File: src/assert_macros.svh
// ----------------------------------------------------------------------------
// assert_macros.svh
// Shared concurrent assertion macros for the encoder RTL.
// ----------------------------------------------------------------------------
`ifndef ASSERT_MACROS_SVH
`define ASSERT_MACROS_SVH

// Same-cycle implication, disabled while reset is high.
`define ASSERT_IMPLIES(label, clk, rst, ante, cons) \
   label: assert property (@(posedge clk) disable iff (rst) (ante) |-> (cons)) \
      else $error("assertion failed");

// Next-cycle implication, disabled while reset is high.
`define ASSERT_NEXT(label, clk, rst, ante, cons) \
   label: assert property (@(posedge clk) disable iff (rst) (ante) |=> (cons)) \
      else $error("assertion failed");

`endif

File: src/b2t_pkg.sv
// ----------------------------------------------------------------------------
// b2t_pkg
// Types, codes and character tables shared by the encoder modules.
// ----------------------------------------------------------------------------
`default_nettype none

package b2t_pkg;

   localparam int QUEUE_DEPTH    = 4;
   localparam int CSR_ADDR_WIDTH = 3;
   localparam int CSR_DATA_WIDTH = 32;

   localparam logic [1:0] MODE_RAW   = 2'd0;
   localparam logic [1:0] MODE_ASCII = 2'd1;
   localparam logic [1:0] MODE_HEX   = 2'd2;
   localparam logic [1:0] MODE_B64   = 2'd3;

   localparam logic REG_ENCODING_MODE = 1'b0;

   localparam logic [7:0] PAD_CHAR = 8'h3D;

   typedef struct packed {
      logic [7:0] data_byte;
      logic       last_byte;
   } req_type;

   typedef struct packed {
      logic [7:0] out_char;
      logic       out_last;
   } rsp_type;

   // One unit of work for the back end: a single byte or a base64 group.
   typedef struct packed {
      logic [1:0]  mode;
      logic [23:0] group;
      logic [1:0]  nbytes;
      logic        last;
   } job_type;

   typedef struct packed {
      logic full;
      logic empty;
   } queue_status_type;

   function automatic logic [7:0] b64_char(input logic [5:0] sextet);
      logic [7:0] s;
      s = {2'b00, sextet};
      priority if (sextet < 6'd26) begin
         return s + 8'd65;
      end else if (sextet < 6'd52) begin
         return s + 8'd71;
      end else if (sextet < 6'd62) begin
         return s - 8'd4;
      end else if (sextet == 6'd62) begin
         return 8'h2B;
      end else begin
         return 8'h2F;
      end
   endfunction

   function automatic logic [7:0] hex_char(input logic [3:0] nibble);
      logic [7:0] n;
      n = {4'h0, nibble};
      if (nibble < 4'd10) begin
         return n + 8'h30;
      end else begin
         return n + 8'h57;
      end
   endfunction

endpackage

`default_nettype wire

File: src/b2t_front.sv
// ----------------------------------------------------------------------------
// b2t_front
// Accepts input beats, gathers base64 groups and pushes jobs to the queue.
// ----------------------------------------------------------------------------
`default_nettype none

module b2t_front (
   input  wire                       clock,
   input  wire                       reset,
   input  wire  [1:0]                mode,
   input  wire                       clear_pending,
   input  wire                       req_valid,
   output logic                      req_ready,
   input  b2t_pkg::req_type          req_payload,
   input  b2t_pkg::queue_status_type q_status,
   output logic                      push,
   output b2t_pkg::job_type          job,
   output logic [1:0]                pending_count
);

   logic [15:0] pend_ff, pend_in;
   logic [1:0]  cnt_ff, cnt_in;
   logic        accept;
   logic [7:0]  b;
   logic        lst;

   assign req_ready     = !q_status.full;
   assign accept        = req_valid && req_ready;
   assign b             = req_payload.data_byte;
   assign lst           = req_payload.last_byte;
   assign pending_count = cnt_ff;

   always_comb begin
      pend_in    = pend_ff;
      cnt_in     = cnt_ff;
      push       = 1'b0;
      job.mode   = mode;
      job.group  = {16'h0000, b};
      job.nbytes = 2'd1;
      job.last   = lst;
      if (clear_pending) begin
         pend_in = 16'h0000;
         cnt_in  = 2'd0;
      end else if (accept) begin
         if (mode != b2t_pkg::MODE_B64) begin
            push = 1'b1;
         end else begin
            priority if (cnt_ff == 2'd2) begin
               push       = 1'b1;
               job.group  = {pend_ff, b};
               job.nbytes = 2'd3;
               cnt_in     = 2'd0;
            end else if (cnt_ff == 2'd1) begin
               if (lst) begin
                  push       = 1'b1;
                  job.group  = {pend_ff[15:8], b, 8'h00};
                  job.nbytes = 2'd2;
                  cnt_in     = 2'd0;
               end else begin
                  pend_in = {pend_ff[15:8], b};
                  cnt_in  = 2'd2;
               end
            end else begin
               if (lst) begin
                  push       = 1'b1;
                  job.group  = {b, 16'h0000};
                  job.nbytes = 2'd1;
               end else begin
                  pend_in = {b, 8'h00};
                  cnt_in  = 2'd1;
               end
            end
         end
      end
   end

   always_ff @(posedge clock) begin
      if (reset) begin
         pend_ff <= 16'h0000;
         cnt_ff  <= 2'd0;
      end else begin
         pend_ff <= pend_in;
         cnt_ff  <= cnt_in;
      end
   end

endmodule

`default_nettype wire

File: src/b2t_queue.sv
// ----------------------------------------------------------------------------
// b2t_queue
// Small job queue between the front end and the back end.
// ----------------------------------------------------------------------------
`default_nettype none

module b2t_queue #(
   parameter int DEPTH = b2t_pkg::QUEUE_DEPTH
) (
   input  wire                       clock,
   input  wire                       reset,
   input  wire                       push,
   input  b2t_pkg::job_type          push_job,
   input  wire                       pop,
   output b2t_pkg::job_type          head_job,
   output b2t_pkg::queue_status_type status
);

   localparam int AW = (DEPTH > 1) ? $clog2(DEPTH) : 1;
   localparam int CW = $clog2(DEPTH + 1);

   b2t_pkg::job_type entry_ff [DEPTH];
   logic [AW-1:0] wr_ptr_ff, wr_ptr_in;
   logic [AW-1:0] rd_ptr_ff, rd_ptr_in;
   logic [CW-1:0] count_ff, count_in;
   logic          do_push, do_pop;

   assign status.full  = (count_ff == CW'(DEPTH));
   assign status.empty = (count_ff == '0);
   assign do_push      = push && !status.full;
   assign do_pop       = pop && !status.empty;
   assign head_job     = entry_ff[rd_ptr_ff];

   always_comb begin
      wr_ptr_in = wr_ptr_ff;
      rd_ptr_in = rd_ptr_ff;
      count_in  = count_ff;
      if (do_push) begin
         wr_ptr_in = (wr_ptr_ff == AW'(DEPTH - 1)) ? '0 : wr_ptr_ff + 1'b1;
      end
      if (do_pop) begin
         rd_ptr_in = (rd_ptr_ff == AW'(DEPTH - 1)) ? '0 : rd_ptr_ff + 1'b1;
      end
      if (do_push && !do_pop) begin
         count_in = count_ff + 1'b1;
      end else if (do_pop && !do_push) begin
         count_in = count_ff - 1'b1;
      end
   end

   always_ff @(posedge clock) begin
      if (do_push) begin
         entry_ff[wr_ptr_ff] <= push_job;
      end
      if (reset) begin
         wr_ptr_ff <= '0;
         rd_ptr_ff <= '0;
         count_ff  <= '0;
      end else begin
         wr_ptr_ff <= wr_ptr_in;
         rd_ptr_ff <= rd_ptr_in;
         count_ff  <= count_in;
      end
   end

endmodule

`default_nettype wire

File: src/b2t_back.sv
// ----------------------------------------------------------------------------
// b2t_back
// Expands queued jobs into text characters, one beat per cycle unless stalled.
// ----------------------------------------------------------------------------
`default_nettype none

module b2t_back (
   input  wire                       clock,
   input  wire                       reset,
   input  b2t_pkg::job_type          job,
   input  b2t_pkg::queue_status_type q_status,
   output logic                      pop,
   output logic                      rsp_valid,
   input  wire                       rsp_ready,
   output b2t_pkg::rsp_type          rsp_payload
);

   logic [1:0]       idx_ff, idx_in;
   logic             valid_ff, valid_in;
   b2t_pkg::rsp_type out_ff;
   logic [7:0]       ch;
   logic [1:0]       final_idx;
   logic             load;
   logic             end_of_job;

   always_comb begin
      ch        = job.group[7:0];
      final_idx = 2'd0;
      unique case (job.mode)
         b2t_pkg::MODE_RAW: begin
            ch = job.group[7:0];
         end
         b2t_pkg::MODE_ASCII: begin
            ch = {1'b0, job.group[6:0]};
         end
         b2t_pkg::MODE_HEX: begin
            final_idx = 2'd1;
            ch = (idx_ff == 2'd0) ? b2t_pkg::hex_char(job.group[7:4])
                                  : b2t_pkg::hex_char(job.group[3:0]);
         end
         b2t_pkg::MODE_B64: begin
            final_idx = 2'd3;
            unique case (idx_ff)
               2'd0: ch = b2t_pkg::b64_char(job.group[23:18]);
               2'd1: ch = b2t_pkg::b64_char(job.group[17:12]);
               2'd2: ch = (job.nbytes >= 2'd2) ? b2t_pkg::b64_char(job.group[11:6])
                                              : b2t_pkg::PAD_CHAR;
               2'd3: ch = (job.nbytes == 2'd3) ? b2t_pkg::b64_char(job.group[5:0])
                                              : b2t_pkg::PAD_CHAR;
               default: ch = b2t_pkg::PAD_CHAR;
            endcase
         end
         default: ch = job.group[7:0];
      endcase
   end

   assign load       = !q_status.empty && (!valid_ff || rsp_ready);
   assign end_of_job = (idx_ff == final_idx);
   assign pop        = load && end_of_job;

   always_comb begin
      idx_in   = idx_ff;
      valid_in = valid_ff;
      if (load) begin
         valid_in = 1'b1;
         idx_in   = end_of_job ? 2'd0 : idx_ff + 2'd1;
      end else if (rsp_ready) begin
         valid_in = 1'b0;
      end
   end

   always_ff @(posedge clock) begin
      if (load) begin
         out_ff.out_char <= ch;
         out_ff.out_last <= job.last && end_of_job;
      end
      if (reset) begin
         idx_ff   <= 2'd0;
         valid_ff <= 1'b0;
      end else begin
         idx_ff   <= idx_in;
         valid_ff <= valid_in;
      end
   end

   assign rsp_valid   = valid_ff;
   assign rsp_payload = out_ff;

endmodule

`default_nettype wire

File: src/bytes_to_text_encoder_top.sv
// ----------------------------------------------------------------------------
// bytes_to_text_encoder_top
// Byte stream to text encoder with raw, ascii, hex and base64 modes.
// ----------------------------------------------------------------------------
// The result channel carries one character per cycle unless stalled, from
// a registered output stage, and that single character slot sets the rate:
// raw and ascii give one character per byte, hex two per byte, and base64
// four per group of three bytes. Input bytes are taken while earlier
// characters still wait, through a queue of QUEUE_DEPTH jobs between the
// front end and the character generator. Write encoding_mode only while
// the block is idle; a write drops any partly gathered base64 group.
`default_nettype none

`include "assert_macros.svh"

module bytes_to_text_encoder_top #(
   parameter int QUEUE_DEPTH = b2t_pkg::QUEUE_DEPTH
) (
   input  wire                                  clock,
   input  wire                                  reset,
   input  wire                                  req_valid,
   output logic                                 req_ready,
   input  b2t_pkg::req_type                     req_payload,
   output logic                                 rsp_valid,
   input  wire                                  rsp_ready,
   output b2t_pkg::rsp_type                     rsp_payload,
   input  wire                                  csr_psel,
   input  wire                                  csr_penable,
   input  wire                                  csr_pwrite,
   input  wire  [b2t_pkg::CSR_ADDR_WIDTH-1:0]   csr_paddr,
   input  wire  [b2t_pkg::CSR_DATA_WIDTH-1:0]   csr_pwdata,
   output logic [b2t_pkg::CSR_DATA_WIDTH-1:0]   csr_prdata,
   output logic                                 csr_pready
);

   logic [1:0]                mode_ff, mode_in;
   logic                      csr_we;
   logic                      push;
   logic                      pop;
   b2t_pkg::job_type          push_job;
   b2t_pkg::job_type          head_job;
   b2t_pkg::queue_status_type q_status;
   logic [1:0]                pending_count;

   assign csr_pready = 1'b1;
   assign csr_we     = csr_psel && csr_penable && csr_pwrite && csr_pready &&
                       (csr_paddr[2] == b2t_pkg::REG_ENCODING_MODE);
   assign mode_in    = csr_we ? csr_pwdata[1:0] : mode_ff;
   assign csr_prdata = (csr_paddr[2] == b2t_pkg::REG_ENCODING_MODE) ?
                       {{(b2t_pkg::CSR_DATA_WIDTH-2){1'b0}}, mode_ff} : '0;

   always_ff @(posedge clock) begin
      if (reset) begin
         mode_ff <= b2t_pkg::MODE_RAW;
      end else begin
         mode_ff <= mode_in;
      end
   end

   b2t_front u_front (
      .clock         (clock),
      .reset         (reset),
      .mode          (mode_ff),
      .clear_pending (csr_we),
      .req_valid     (req_valid),
      .req_ready     (req_ready),
      .req_payload   (req_payload),
      .q_status      (q_status),
      .push          (push),
      .job           (push_job),
      .pending_count (pending_count)
   );

   b2t_queue #(
      .DEPTH (QUEUE_DEPTH)
   ) u_queue (
      .clock    (clock),
      .reset    (reset),
      .push     (push),
      .push_job (push_job),
      .pop      (pop),
      .head_job (head_job),
      .status   (q_status)
   );

   b2t_back u_back (
      .clock       (clock),
      .reset       (reset),
      .job         (head_job),
      .q_status    (q_status),
      .pop         (pop),
      .rsp_valid   (rsp_valid),
      .rsp_ready   (rsp_ready),
      .rsp_payload (rsp_payload)
   );

   `ASSERT_IMPLIES(a_no_push_full, clock, reset, push, !q_status.full)
   `ASSERT_IMPLIES(a_no_pop_empty, clock, reset, pop, !q_status.empty)
   `ASSERT_NEXT(a_cfg_clears_group, clock, reset, csr_we, pending_count == 2'd0)
   `ASSERT_IMPLIES(a_byte_modes_push, clock, reset,
      req_valid && req_ready && (mode_ff != b2t_pkg::MODE_B64), push)

endmodule

`default_nettype wire

File: config.mk
export PLATFORM = sky130hd
export DESIGN_NAME = bytes_to_text_encoder_top
export DESIGN_NICKNAME = d
export VERILOG_FILES = /design/src/b2t_pkg.sv /design/src/b2t_front.sv /design/src/b2t_queue.sv /design/src/b2t_back.sv /design/src/bytes_to_text_encoder_top.sv
export VERILOG_INCLUDE_DIRS = /design/src /design/src/src
export SDC_FILE = /design/constraint.sdc
export NUM_CORES = 1
export LEC_CHECK = 0
export ABC_CLOCK_PERIOD_IN_PS = 8100
export BUFFER_PORTS_ARGS = -buffer_cell sky130_fd_sc_hd__buf_2
export CORE_MARGIN = 2
export CORE_UTILIZATION = 65
export CTS_BUF_LIST = sky130_fd_sc_hd__clkbuf_8
export CTS_CLUSTER_SIZE = 10
export DETAILED_ROUTE_END_ITERATION = 12
export PLACE_DENSITY_LB_ADDON = 0.08
export SETUP_SLACK_MARGIN = 0.5
export SKIP_CTS_REPAIR_TIMING = 1
export SLEW_MARGIN = 20
export SYNTH_ARGS = -nofsm -noshare
export SYNTH_HDL_FRONTEND = slang
export SYNTH_HIERARCHICAL = 1
export SYNTH_SLANG_ARGS = --single-unit
File: constraint.sdc
create_clock -name clock -period 8.1 [get_ports clock]
set_input_delay 1.62 -clock clock [delete_from_list [all_inputs] [get_ports clock]]
set_output_delay 1.62 -clock clock [all_outputs]
set_load 0.01 [all_outputs]
==> results of run 1 <==
-- stage by stage --
step / instance area, um2 / power (mW) / cells / hold slack (ns)
2_1_floorplan: 9040 / 2.25 / 804 / 0.450
3_3_place_gp: 8910 / 2.50 / 930 / 0.460
3_5_place_dp: 8910 / 2.55 / 930 / 0.470
4_1_cts: 9280 / 3.09 / 962 / 0.480
5_1_grt: 9280 / 3.31 / 962 / 0.499
6_report: 9280 / 3.11 / 962 / 0.481
-- critical path: stages --
cell and delay (ns):
buf_2 0.09, and4b_1 0.25, or3b_4 0.44, a31oi_1 0.43, inv_1 0.13, nor2_2 0.18, ha_1 0.22, inv_1 0.08
fa_1 0.38, xor2_1 0.18, or3_2 0.41, a21oi_1 0.14
-- cell type report --
cell class	count	area, um2	area share, %
clock buffer	20	275	2.97
clock inverter	12	97.6	1.05
inverter	38	148	1.59
multi-input combinational	526	3980	42.8
sequential	157	4400	47.4
tap	176	220	2.37
timing repair buffer	33	170	1.83
-- cells by family (layout without fill, tap and decap cells) --
group	count (synthesis)	after routing	share of synthesized area, %
fa+ha+maj	40	40	5.69
xor+xnor	18	18	1.76
other cells	2	31	0.0841
buf+inv	121	103	7.51
mux	37	37	8.22
compound gates	202	202	14.9
flops	157	157	49.2
simple gates	198	198	12.6
-- state kept, by name (all words and copies together) (netlist names), named ones only --
signal / count
u_queue/entry_ff: 116
u_front/pend_ff: 16
u_back/rsp_payload: 9
u_queue/count_ff: 3
mode_ff: 2
u_back/idx_ff: 2
u_front/pending_count: 2
u_queue/rd_ptr_ff: 2
u_queue/wr_ptr_ff: 2
u_back/rsp_valid: 1
-- worst max-delay path by stage --
stage | to | slack (ns) | cells past startpoint
detailed placement | u_queue/count_ff[2] | 3.48 | 12
global route | u_queue/count_ff[2] | 3.81 | 12
global placement | u_queue/count_ff[2] | 3.64 | 12
floorplan | u_queue/count_ff[2] | 3.85 | 12
finish | u_queue/count_ff[2] | 3.94 | 12
CTS | u_queue/count_ff[2] | 3.97 | 12
-- cells in the final DEF (no fill, tap or decap), types with 9 or more instances in the layout --
cell type and count:
mux4_2 29, nor2b_1 15, o21ai_0 36, a21oi_1 48, nand2b_1 13, a31oi_1 15
conb_1 31, a22oi_1 18, nor2_1 41, dfxtp_1 31, o21ai_1 14, xnor2_1 13
inv_1 38, nand3_1 21, a21o_1 10, buf_2 31, ha_1 39, nand2_1 33
edfxtp_1 125, clkbuf_8 20, nand4b_1 9, o211ai_1 9, nand4_1 12
-- metal layers --
layer / routed length (um) / share of wire, % / track usage [%]
met1: 8310 / 43 / 38.0
met2: 9240 / 48 / 43.3
met3: 1140 / 5.9 / 5.45
met4: 506 / 2.6 / 9.99
met5: 0 / 0 / 0
-- report_power, final --
group,internal [mW],leakage (nW),switching [mW]
clock network,0.265,0.207,0.279
logic,0.559,1.63,0.951
registers,1.01,1.43,0.0413
total,1.83,3.27,1.27
==> tab_implementation.tex, run 1 <==
\begin{tabular}{lr}
\hline
Metric & Value \\
\hline
\multicolumn{2}{l}{\textbf{Run status}} \\
Result of the run & finished, final reports clean \\
\multicolumn{2}{l}{\textbf{Clocking}} \\
CTS tree & done \\
Clock transition at the registers of the reported paths & 0.08 ns \\
Buffer type at the clock tree root & clkbuf\_8 \\
Maximum clock insertion buffer count & 2 \\
CTS buffer count & 17 \\
Sink Count & 157 \\
Insertion delay to the later sink of the worst-skew pair & 0.45 ns \\
H-tree levels & 4 \\
\multicolumn{2}{l}{\textbf{Final layout}} \\
Fraction of the core area covered by cells at the end of the flow & 69.5\% \\
Number of fillers in the final layout & 992 \\
Share of layout cells above drive strength 1 & 15.1\% \\
\# diodes & 0 \\
Post-synthesis to final-layout area growth & 3.92\% \\
Total Nets Final & 864 \\
\multicolumn{2}{l}{\textbf{Setup path}} \\
Critical path launch point & csr\_psel \\
Worst Setup End Kind & flop \\
Worst Path Arrival & 4.54 ns \\
Worst Path Max Fanout & 7 \\
Worst R2R Path Depth & 13 \\
Register-to-register path setup slack & 4.08 ns \\
Worst Path Class, Setup & input pin to flop \\
Kind of start point of the critical path & input pin \\
Terminus of the critical flop-to-flop path & u\_queue/count\_ff[2] \\
Required time of the critical path & 8.48 ns \\
\multicolumn{2}{l}{\textbf{Min path}} \\
Origin of the worst min-delay path & u\_front/pend\_ff[0] \\
Hold Path Stages & 2 \\
Hold path endpoint & u\_front/pend\_ff[0] \\
Path category of the worst min-delay check & flop to flop \\
\multicolumn{2}{l}{\textbf{Die}} \\
Starting Density & 66.9\% \\
Placement row count & 42 \\
Chip width & 121 um \\
IO Pins & 95 \\
Core area & 13,300 um2 \\
Vertical die dimension & 121 um \\
Die Area & 14,700 um2 \\
\multicolumn{2}{l}{\textbf{Timing}} \\
Achievable clock frequency & 240 MHz \\
Worst slew pin tran & 0.881 ns \\
Slew margin rel. & 41.2\% \\
Final critical-path required period & 4.16 ns \\
Setup\_tns & 0 ns \\
Unrepaired setup endpoints after global routing & false \\
Post-route fraction of the period consumed by the critical path & 51.4\% \\
Number of hold-slack violations in the final timing report & 0 \\
Number of max-slew violations in the final report & 0 \\
Final setup slack of the worst path & 3.94 ns \\
Clock skew after layout & 0.0110 ns \\
Final number of setup-violating endpoints & 0 \\
\multicolumn{2}{l}{\textbf{Yosys}} \\
Syn Area/Cell & 11.5 um2 \\
Number of enable flip-flop cells after synthesis & 125 \\
Warnings from Yosys & 6 \\
Top\_reg\_cell synth & edfxtp\_1 \\
Largest cells by area after synthesis & edfxtp\_1, mux4\_2, dfxtp\_1 \\
Unique cell type count in the Yosys netlist & 81 \\
Syn Inst Count & 775 \\
Area fraction of the dominant cell type after synthesis & 42.0\% \\
Most common cell in the netlist & edfxtp\_1 \\
Post-synthesis register bit count & 157 \\
Post-synth ARST share & 0\% \\
Sequential element share of the synthesized area & 49.2\% \\
Most frequent cells after synthesis & edfxtp\_1, a21oi\_1, nor2\_1 \\
Post-Syn Area & 8930 um2 \\
Largest area contributor in the netlist & edfxtp\_1 \\
\multicolumn{2}{l}{\textbf{GRT}} \\
Antenna violations before repair & 0 \\
Maximum number of pins on one net before global-route repair & 30 \\
Global-route wire length before repair & 30,300 um \\
Gr ovfl total & 0 \\
Vias in the first global route & 5,833 \\
Global Route Usage Sum & 27.4\% \\
\multicolumn{2}{l}{\textbf{Detailed routing}} \\
Antenna viol nets, final & 0 \\
Avg Vias per Cell & 6.49 \\
Drt drc & 0 \\
Number of iterations in the first detailed-routing pass & 6 \\
Wirelength per Cell & 20.0 um \\
Drt initial violations & 693 \\
Total length of routed wires & 19,200 um \\
Vias after detailed routing & 6,243 \\
\multicolumn{2}{l}{\textbf{Run}} \\
Max-capacitance violation count & 0 \\
\multicolumn{2}{l}{\textbf{Placed design}} \\
Final estimated routing congestion in global placement & 0.965 \\
Worst-case setup slack after placement & 3.48 ns \\
Port bufs & 31 \\
HPWL after detailed placement & 13,300 um \\
\multicolumn{2}{l}{\textbf{Power and ir drop}} \\
Leakage power figure & 3.27 nW \\
Worst VDD drop & 0.242 mV \\
Pwr dens & 335 nW/um2 \\
\hline
\end{tabular}
(Power assumes the default switching activity.)
==> run 2, diff against run 1 <==
--- a/config.mk
+++ b/config.mk
@@ -6,10 +6,11 @@
 export SDC_FILE = /design/constraint.sdc
 export NUM_CORES = 1
 export LEC_CHECK = 0
-export ABC_CLOCK_PERIOD_IN_PS = 8100
+export ABC_AREA = 1
+export ABC_CLOCK_PERIOD_IN_PS = 3700
 export BUFFER_PORTS_ARGS = -buffer_cell sky130_fd_sc_hd__buf_2
 export CORE_MARGIN = 2
-export CORE_UTILIZATION = 65
+export CORE_UTILIZATION = 56
 export CTS_BUF_LIST = sky130_fd_sc_hd__clkbuf_8
 export CTS_CLUSTER_SIZE = 10
 export DETAILED_ROUTE_END_ITERATION = 12
==> constraint.sdc (replaced) <==
create_clock -name clock -period 3.7 [get_ports clock]
set_input_delay 0.74 -clock clock [delete_from_list [all_inputs] [get_ports clock]]
set_output_delay 0.74 -clock clock [all_outputs]
set_load 0.01 [all_outputs]
==> run 2 against run 1 <==
Against the previous run: worst setup slack lost 3.2 ns; core utilization shrank 7.7 points; via count grew 17%; critical path depth grew 2; final cell count grew 42%; worst hold slack lost 0.015 ns; sequential power grew 120%; sequential cell count is the same; largest power group unchanged; synthesized area grew 7.4%; routed wire length grew 12%; critical path type is now flop to flop.
==> tab_implementation.tex, run 2 <==
\begin{tabular}{lr}
\hline
Metric & Value \\
\hline
\multicolumn{2}{l}{\textbf{Yosys}} \\
Dominant combinational cell family by area after synthesis & simple AND/OR/NAND/NOR gates (was compound AO/OA/AOI/OAI gates) \\
Number of enable flip-flop cells after synthesis & 125 (unchanged) \\
Largest area contributor in the netlist & edfxtp\_1 (unchanged) \\
Adder and majority gate portion of the synthesized area & 5.30\% (was 5.69\%) \\
Complex-gate fraction of the synthesized area & 13.2\% (was 14.9\%) \\
Warnings from Yosys & 6 (unchanged) \\
Proportion of synthesized area in mux cells & 0\% (was 8.22\%) \\
Post-Syn Area & 9590 um2 (was 8930 um2) \\
Unique cell type count in the Yosys netlist & 53 (was 81) \\
Sequential element share of the synthesized area & 45.8\% (was 49.2\%) \\
Post-synthesis register bit count & 157 (unchanged) \\
Share of synthesized cell area in and, or, nand and nor gates & 24.2\% (was 12.6\%) \\
XOR/XNOR Fraction of Synth Area & 1.72\% (was 1.76\%) \\
Post-synth ARST share & 0\% (unchanged) \\
Most frequent cells after synthesis & nand2\_1, nor2\_1, edfxtp\_1 (was edfxtp\_1, a21oi\_1, nor2\_1) \\
Syn Inst Count & 1,090 (was 775) \\
Largest cells by area after synthesis & edfxtp\_1, nand2\_1, dfxtp\_1 (was edfxtp\_1, mux4\_2, dfxtp\_1) \\
Area fraction of the dominant cell type after synthesis & 39.1\% (was 42.0\%) \\
Syn Area/Cell & 8.80 um2 (was 11.5 um2) \\
Top\_reg\_cell synth & edfxtp\_1 (unchanged) \\
Most common cell in the netlist & nand2\_1 (was edfxtp\_1) \\
\multicolumn{2}{l}{\textbf{Timing}} \\
Final setup slack of the worst path & 0.699 ns (was 3.94 ns) \\
Worst slew pin tran & 0.803 ns (was 0.881 ns) \\
Post-route fraction of the period consumed by the critical path & 81.1\% \\
Clock skew after layout & 0.0133 ns (was 0.0110 ns) \\
Achievable clock frequency & 333 MHz \\
Final number of setup-violating endpoints & 0 (unchanged) \\
Setup\_tns & 0 ns (unchanged) \\
Number of max-slew violations in the final report & 0 (unchanged) \\
Number of hold-slack violations in the final timing report & 0 (unchanged) \\
Unrepaired setup endpoints after global routing & true (was false) \\
Slew margin rel. & 46.3\% (was 41.2\%) \\
Final critical-path required period & 3.00 ns \\
\multicolumn{2}{l}{\textbf{Placed design}} \\
HPWL after detailed placement & 15,300 um (was 13,300 um) \\
Worst-case setup slack after placement & 0.578 ns (was 3.48 ns) \\
Final estimated routing congestion in global placement & 0.909 (was 0.965) \\
Port bufs & 31 (unchanged) \\
Number of cells after detailed placement & 1,325 (was 930) \\
\multicolumn{2}{l}{\textbf{Detailed routing}} \\
Wirelength per Cell & 15.7 um (was 20.0 um) \\
Antenna viol nets, final & 0 (unchanged) \\
Vias after detailed routing & 7,316 (was 6,243) \\
Avg Vias per Cell & 5.37 (was 6.49) \\
Drt initial violations & 567 (was 693) \\
Number of iterations in the first detailed-routing pass & 5 (was 6) \\
Drt drc & 0 (unchanged) \\
Total length of routed wires & 21,400 um (was 19,200 um) \\
\multicolumn{2}{l}{\textbf{Die}} \\
Starting Density & 57.6\% (was 66.9\%) \\
Vertical die dimension & 135 um (was 121 um) \\
IO Pins & 95 (unchanged) \\
Die Area & 18,200 um2 (was 14,700 um2) \\
Core area & 16,600 um2 (was 13,300 um2) \\
Placement row count & 47 (was 42) \\
Chip width & 135 um (was 121 um) \\
\multicolumn{2}{l}{\textbf{Final layout}} \\
Register containing the most flip-flops in the final layout & u\_queue/entry\_ff (unchanged) \\
Count of placed standard cells in the final layout, fillers left out & 1,363 (was 962) \\
Share of layout cells above drive strength 1 & 18.3\% (was 15.1\%) \\
Fraction of the core area covered by cells at the end of the flow & 61.8\% (was 69.5\%) \\
Commonest cells after routing, fill and taps aside & nand2\_1, edfxtp\_1, nor2\_1, inv\_1, o21ai\_0 (was edfxtp\_1, a21oi\_1, nor2\_1, ha\_1, inv\_1) \\
\# diodes & 0 (unchanged) \\
Most common cell after layout, fill and taps aside & nand2\_1 (was edfxtp\_1) \\
Max FFs per register & 116 (unchanged) \\
Post-synthesis to final-layout area growth & 7.29\% (was 3.92\%) \\
Total Nets Final & 1,221 (was 864) \\
\multicolumn{2}{l}{\textbf{Clocking}} \\
Clock transition at the registers of the reported paths & 0.09 ns (was 0.08 ns) \\
CTS tree & done (unchanged) \\
H-tree levels & 4 (unchanged) \\
Buffer type at the clock tree root & clkbuf\_8 (unchanged) \\
Insertion delay to the later sink of the worst-skew pair & 0.46 ns (was 0.45 ns) \\
CTS buffer count & 17 (unchanged) \\
Sink Count & 157 (unchanged) \\
Maximum clock insertion buffer count & 2 (unchanged) \\
\multicolumn{2}{l}{\textbf{Run status}} \\
Result of the run & finished, final reports clean (unchanged) \\
\multicolumn{2}{l}{\textbf{GRT}} \\
Maximum number of pins on one net before global-route repair & 32 (was 30) \\
Gr ovfl total & 0 (unchanged) \\
Global-route wire length before repair & 33,700 um (was 30,300 um) \\
Vias in the first global route & 6,683 (was 5,833) \\
Antenna violations before repair & 0 (unchanged) \\
Global Route Usage Sum & 24.1\% (was 27.4\%) \\
\multicolumn{2}{l}{\textbf{Setup path}} \\
Worst Path Max Fanout & 24 (was 7) \\
Worst Path Class, Setup & flop to flop (was input pin to flop) \\
Worst Setup End Kind & flop (unchanged) \\
Kind of start point of the critical path & flop (was input pin) \\
Required time of the critical path & 3.91 ns (was 8.48 ns) \\
Worst Path Arrival & 3.21 ns (was 4.54 ns) \\
\multicolumn{2}{l}{\textbf{Power and ir drop}} \\
Clock network power share & 12.1\% (was 17.5\%) \\
Worst VDD drop & 0.524 mV (was 0.242 mV) \\
Cell-internal power & 4.91 mW (was 1.83 mW) \\
Switching part of the total power & 50.3\% (was 40.9\%) \\
Portion of total power attributed to combinational logic & 64.1\% (was 48.6\%) \\
Sequential group share of total power & 23.8\% (was 33.9\%) \\
Switching component of the power & 4.98 mW (was 1.27 mW) \\
Leakage power figure & 4.10 nW (was 3.27 nW) \\
Total power & 9.89 mW (was 3.11 mW) \\
Pwr dens & 961 nW/um2 (was 335 nW/um2) \\
\multicolumn{2}{l}{\textbf{Run}} \\
Max-capacitance violation count & 0 (unchanged) \\
\multicolumn{2}{l}{\textbf{Min path}} \\
Path category of the worst min-delay check & flop to flop (unchanged) \\
\hline
\end{tabular}
[run 2: logic make-up after synthesis]
family / count (synthesis)
AND/OR/NAND/NOR: 490
AO/OA/AOI/OAI: 204
buffers and inverters: 179
flip-flops: 157
adder cells (fa/ha/maj): 40
XOR/XNOR: 18
other: 2
[run 2: routing by layer]
metal | vias to the layer above | part of all wire (%) | GRT usage, %
li1 | 3670 | - | -
met1 | 3384 | 44 | 32.4
met2 | 231 | 48 | 39.5
met3 | 31 | 5.7 | 4.58
met4 | 0 | 1.6 | 7.84
met5 | - | 0 | 0
[run 2: critical path, cell delays in order, from the launching register on]
cell and delay [ns]:
dfxtp_2 0.34, clkinv_2 0.21, buf_12 0.26, buf_12 0.18
o21ai_0 0.22, o22ai_2 0.20, inv_1 0.14, ha_1 0.21
nand4_1 0.12, nand2_1 0.23, o211ai_1 0.12, o21ai_0 0.11
a21oi_1 0.11, o21ai_1 0.16, nand3_1 0.10
[run 2: path summary, 6_finish.rpt]
check | slack [ns] | end | cells after the start | startpoint
setup / recovery | 0.70 | u_back/rsp_payload[2] | 14 | flop
hold / removal | 0.47 | u_front/pend_ff[10] | 2 | u_front/pend_ff[10]
setup reg to reg | 0.70 | u_back/rsp_payload[2] | 14 | flop
hold reg to reg | 0.47 | u_front/pend_ff[10] | 2 | u_front/pend_ff[10]
[run 2: power by group through the flow]
stage          Sequential (mW)  Clock [mW]  Combinational [mW]
2_1_floorplan             2.41           0                4.71
3_3_place_gp              2.39           0                6.05
3_5_place_dp              2.39           0                6.11
4_1_cts                   2.35        1.22                6.13
5_1_grt                   2.38        1.30                7.07
6_report                  2.35        1.20                6.34
[run 2: final cells by class]
| type | instances | area, um2 |
|---|---|---|
| fill | 1449 | 6350 |
| multi-input combinational | 783 | 4420 |
| sequential | 157 | 4400 |
| inverter | 111 | 423 |
| timing repair buffer | 60 | 402 |
| tap | 220 | 275 |
| clock buffer | 17 | 234 |
| clock inverter | 15 | 141 |
[run 2: through the flow]
stage / hold slack (ns) / cell area, um2
floorplan: 0.440 / 9700
global placement: 0.451 / 9830
detailed placement: 0.456 / 9830
CTS: 0.467 / 10200
global route: 0.494 / 10300
finish: 0.466 / 10300
==> run 3, diff against run 2 <==
--- a/config.mk
+++ b/config.mk
@@ -6,11 +6,11 @@
 export SDC_FILE = /design/constraint.sdc
 export NUM_CORES = 1
 export LEC_CHECK = 0
-export ABC_AREA = 1
-export ABC_CLOCK_PERIOD_IN_PS = 3700
+export ABC_AREA = 0
+export ABC_CLOCK_PERIOD_IN_PS = 3000
 export BUFFER_PORTS_ARGS = -buffer_cell sky130_fd_sc_hd__buf_2
 export CORE_MARGIN = 2
-export CORE_UTILIZATION = 56
+export CORE_UTILIZATION = 61
 export CTS_BUF_LIST = sky130_fd_sc_hd__clkbuf_8
 export CTS_CLUSTER_SIZE = 10
 export DETAILED_ROUTE_END_ITERATION = 12
==> constraint.sdc (replaced) <==
create_clock -name clock -period 3 [get_ports clock]
set_input_delay 0.6 -clock clock [delete_from_list [all_inputs] [get_ports clock]]
set_output_delay 0.6 -clock clock [all_outputs]
set_load 0.01 [all_outputs]
==> run 3 against run 2 <==
Against the previous run: non-clock buffer count grew 91; register-to-register slack worse by 0.64 ns; clock-buffer cell count rose by 2; clock power rose by 36%; clock skew down 0.0053 ns; fmax rose by 2.0%; core utilization rose by 13 points; die area shrank 14%.
==> tab_implementation.tex, run 3 (same netlist as run 1, synthesis figures left out) <==
\begin{tabular}{lr}
\hline
Metric & Value \\
\hline
\multicolumn{2}{l}{\textbf{Run status}} \\
Result of the run & finished, final reports clean (unchanged) \\
\multicolumn{2}{l}{\textbf{Setup path}} \\
Terminus of the critical flop-to-flop path & u\_queue/count\_ff[2] (was u\_back/rsp\_payload[2]) \\
Register-to-register path setup slack & 0.06 ns (was 0.70 ns) \\
CP delay by family, top & simple AND/OR/NAND/NOR gates (was compound AO/OA/AOI/OAI gates) \\
Chain of cells forming the critical path & buf\_12, mux4\_2, or2\_4, a211oi\_2, a31oi\_2, nor2\_2, o31ai\_4, ha\_4, inv\_2, fa\_2, xor2\_1, or3\_4, a21oi\_2 (was clkinv\_2, buf\_12, buf\_12, o21ai\_0, o22ai\_2, inv\_1, ha\_1, nand4\_1, nand2\_1, o211ai\_1, o21ai\_0, a21oi\_1, o21ai\_1, nand3\_1) \\
Cell with the biggest individual delay on the critical path & mux4\_2 (was dfxtp\_2) \\
Worst Path Max Fanout & 5 (was 24) \\
Worst Path Arrival & 3.33 ns (was 3.21 ns) \\
Kind of start point of the critical path & flop (unchanged) \\
Critical path buffers and inverters & 2 (was 4) \\
Worst Setup End Kind & flop (unchanged) \\
Required time of the critical path & 3.38 ns (was 3.91 ns) \\
Worst R2R Path Depth & 13 (was 14) \\
Worst Path Class, Setup & flop to flop (unchanged) \\
Crit path largest cell delay & 0.54 ns (was 0.34 ns) \\
\multicolumn{2}{l}{\textbf{Final layout}} \\
Register containing the most flip-flops in the final layout & u\_queue/entry\_ff (unchanged) \\
Count of placed standard cells in the final layout, fillers left out & 1,088 (was 1,363) \\
Share of layout cells above drive strength 1 & 34.5\% (was 18.3\%) \\
Max FFs per register & 116 (unchanged) \\
Commonest cells after routing, fill and taps aside & edfxtp\_1, buf\_4, a21oi\_1, nor2\_1, o21ai\_0 (was nand2\_1, edfxtp\_1, nor2\_1, inv\_1, o21ai\_0) \\
Most common cell after layout, fill and taps aside & edfxtp\_1 (was nand2\_1) \\
Post-synthesis to final-layout area growth & 20.8\% (was 7.29\%) \\
\# diodes & 0 (unchanged) \\
Finished Cell Area & 10,800 um2 (was 10,300 um2) \\
Number of fillers in the final layout & 978 (was 1,449) \\
Total Nets Final & 982 (was 1,221) \\
\multicolumn{2}{l}{\textbf{Detailed routing}} \\
Avg Vias per Cell & 6.16 (was 5.37) \\
Vias after detailed routing & 6,697 (was 7,316) \\
Wirelength per Cell & 20.0 um (was 15.7 um) \\
Met3 wirelength from detailed routing & 1290 um (was 1220 um) \\
Antenna viol nets, final & 0 (unchanged) \\
Drt initial violations & 480 (was 567) \\
Total length of routed wires & 21,700 um (was 21,400 um) \\
Drt drc & 0 (unchanged) \\
Number of iterations in the first detailed-routing pass & 6 (was 5) \\
Routed metal-1 wirelength & 9150 um (was 9500 um) \\
Top sig layer & met4 (unchanged) \\
Routed wl met2 & 10,900 um (was 10,400 um) \\
\multicolumn{2}{l}{\textbf{Clocking}} \\
Insertion delay to the later sink of the worst-skew pair & 0.45 ns (was 0.46 ns) \\
CTS tree & done (unchanged) \\
Sink Count & 157 (unchanged) \\
H-tree levels & 4 (unchanged) \\
Maximum clock insertion buffer count & 2 (unchanged) \\
CTS buffer count & 17 (unchanged) \\
Buffer type at the clock tree root & clkbuf\_8 (unchanged) \\
Clock transition at the registers of the reported paths & 0.08 ns (was 0.09 ns) \\
\multicolumn{2}{l}{\textbf{Timing}} \\
Final critical-path required period & 2.94 ns (was 3.00 ns) \\
Achievable clock frequency & 340 MHz (was 333 MHz) \\
Clock skew after layout & 0.00799 ns (was 0.0133 ns) \\
Slew margin rel. & 58.5\% (was 46.3\%) \\
Worst slew pin tran & 0.620 ns (was 0.803 ns) \\
Number of max-slew violations in the final report & 0 (unchanged) \\
Final number of setup-violating endpoints & 0 (unchanged) \\
Final setup slack of the worst path & 0.0577 ns (was 0.699 ns) \\
Unrepaired setup endpoints after global routing & true (unchanged) \\
Post-route fraction of the period consumed by the critical path & 98.1\% (was 81.1\%) \\
Number of hold-slack violations in the final timing report & 0 (unchanged) \\
\multicolumn{2}{l}{\textbf{Placed design}} \\
Placed standard-cell area & 9670 um2 (was 9830 um2) \\
HPWL after detailed placement & 15,000 um (was 15,300 um) \\
Number of cells after detailed placement & 1,025 (was 1,325) \\
Worst-case setup slack after placement & -0.0896 ns (was 0.578 ns) \\
Port bufs & 31 (unchanged) \\
Final estimated routing congestion in global placement & 0.947 (was 0.909) \\
\multicolumn{2}{l}{\textbf{GRT}} \\
Maximum number of pins on one net before global-route repair & 30 (was 32) \\
Gr ovfl total & 0 (unchanged) \\
Global Route Usage Sum & 27.3\% (was 24.1\%) \\
Vias in the first global route & 6,439 (was 6,683) \\
Global-route wire length before repair & 33,300 um (was 33,700 um) \\
Antenna violations before repair & 0 (unchanged) \\
\multicolumn{2}{l}{\textbf{Min path}} \\
Path category of the worst min-delay check & input pin to flop (was flop to flop) \\
Hold Path Stages & 3 (was 2) \\
Origin of the worst min-delay path & csr\_pwdata[0] (was u\_front/pend\_ff[10]) \\
Hold path endpoint & mode\_ff[0] (was u\_front/pend\_ff[10]) \\
\multicolumn{2}{l}{\textbf{Die}} \\
Vertical die dimension & 125 um (was 135 um) \\
Die Area & 15,600 um2 (was 18,200 um2) \\
Core area & 14,400 um2 (was 16,600 um2) \\
Placement row count & 44 (was 47) \\
Starting Density & 61.9\% (was 57.6\%) \\
IO Pins & 95 (unchanged) \\
Chip width & 125 um (was 135 um) \\
\multicolumn{2}{l}{\textbf{Run}} \\
Max-capacitance violation count & 0 (unchanged) \\
\multicolumn{2}{l}{\textbf{Power and ir drop}} \\
Total power & 10.3 mW (was 9.89 mW) \\
Pwr dens & 959 nW/um2 (was 961 nW/um2) \\
Leakage power figure & 3.93 nW (was 4.10 nW) \\
Worst VDD drop & 0.621 mV (was 0.524 mV) \\
\hline
\end{tabular}
==> run 3: cell count changes in the layout (fill, tap and decap cells not counted), moves of 14 or more <==
cell / previous run / this run
nand3_1: 65 / 18
o22ai_2: 21 / 0
mux4_2: 0 / 29
nor2_4: 27 / 0
ha_1: 38 / 24
nor2_1: 123 / 40
buf_4: 26 / 101
a22oi_1: 0 / 17
nor2_2: 19 / 2
nand2_1: 212 / 31
a21oi_1: 63 / 41
o21ai_0: 76 / 34
inv_1: 88 / 28
==> run 3: how the worst max path moves through the flow <==
| stage | end | cells after the start | slack [ns] |
|---|---|---|---|
| 5_1_grt | u_queue/count_ff[2] | 13 | -0.04 |
| 4_1_cts | u_queue/count_ff[2] | 13 | -0.1 |
| 3_3_place_gp | u_queue/count_ff[2] | 13 | -0.06 |
| 3_5_place_dp | u_queue/count_ff[2] | 13 | -0.09 |
| 2_1_floorplan | u_queue/count_ff[2] | 15 | -0.01 |
| 6_report | u_queue/count_ff[2] | 13 | 0.06 |
==> run 3: cell type report <==
| type | count | area [um2] | share of cell area [%] |
|---|---|---|---|
| Multi-Input combinational cell | 526 | 4400 | 40.8 |
| Clock inverter | 13 | 149 | 1.38 |
| Timing Repair Buffer | 151 | 1200 | 11.1 |
| Inverter | 38 | 150 | 1.39 |
| Tap cell | 184 | 230 | 2.13 |
| Sequential cell | 157 | 4400 | 40.8 |
| Clock buffer | 19 | 262 | 2.42 |
==> run 3: tightest hold or removal path: stages <==
cell and delay [ns]:
buf_2 0.10, nand2b_1 0.06, mux2i_1 0.06
==> run 3: power breakdown <==
group,leakage (nW),internal [mW],switching [mW]
registers,1.43,2.73,0.134
clock network,0.217,0.857,0.771
logic,2.27,2.71,3.15
==> run 3: metal layers <==
layer,up-vias,GRT usage [%]
li1,3107,-
met1,3302,36.8
met2,248,45.0
met3,40,5.43
met4,0,9.35
met5,-,0
==> run 3: through the flow <==
| stage | TNS (ns) | hold WS [ns] | util [%] |
|---|---|---|---|
| after floorplan | -0.0128 | 0.450 | - |
| after CTS | -0.302 | 0.392 | 69.9 |
| after global placement | -0.131 | 0.463 | 67.1 |
| after detailed placement | -0.246 | 0.465 | 67.1 |
| after global routing | -0.0757 | 0.417 | 74.8 |
| final | 0 | 0.420 | 74.8 |
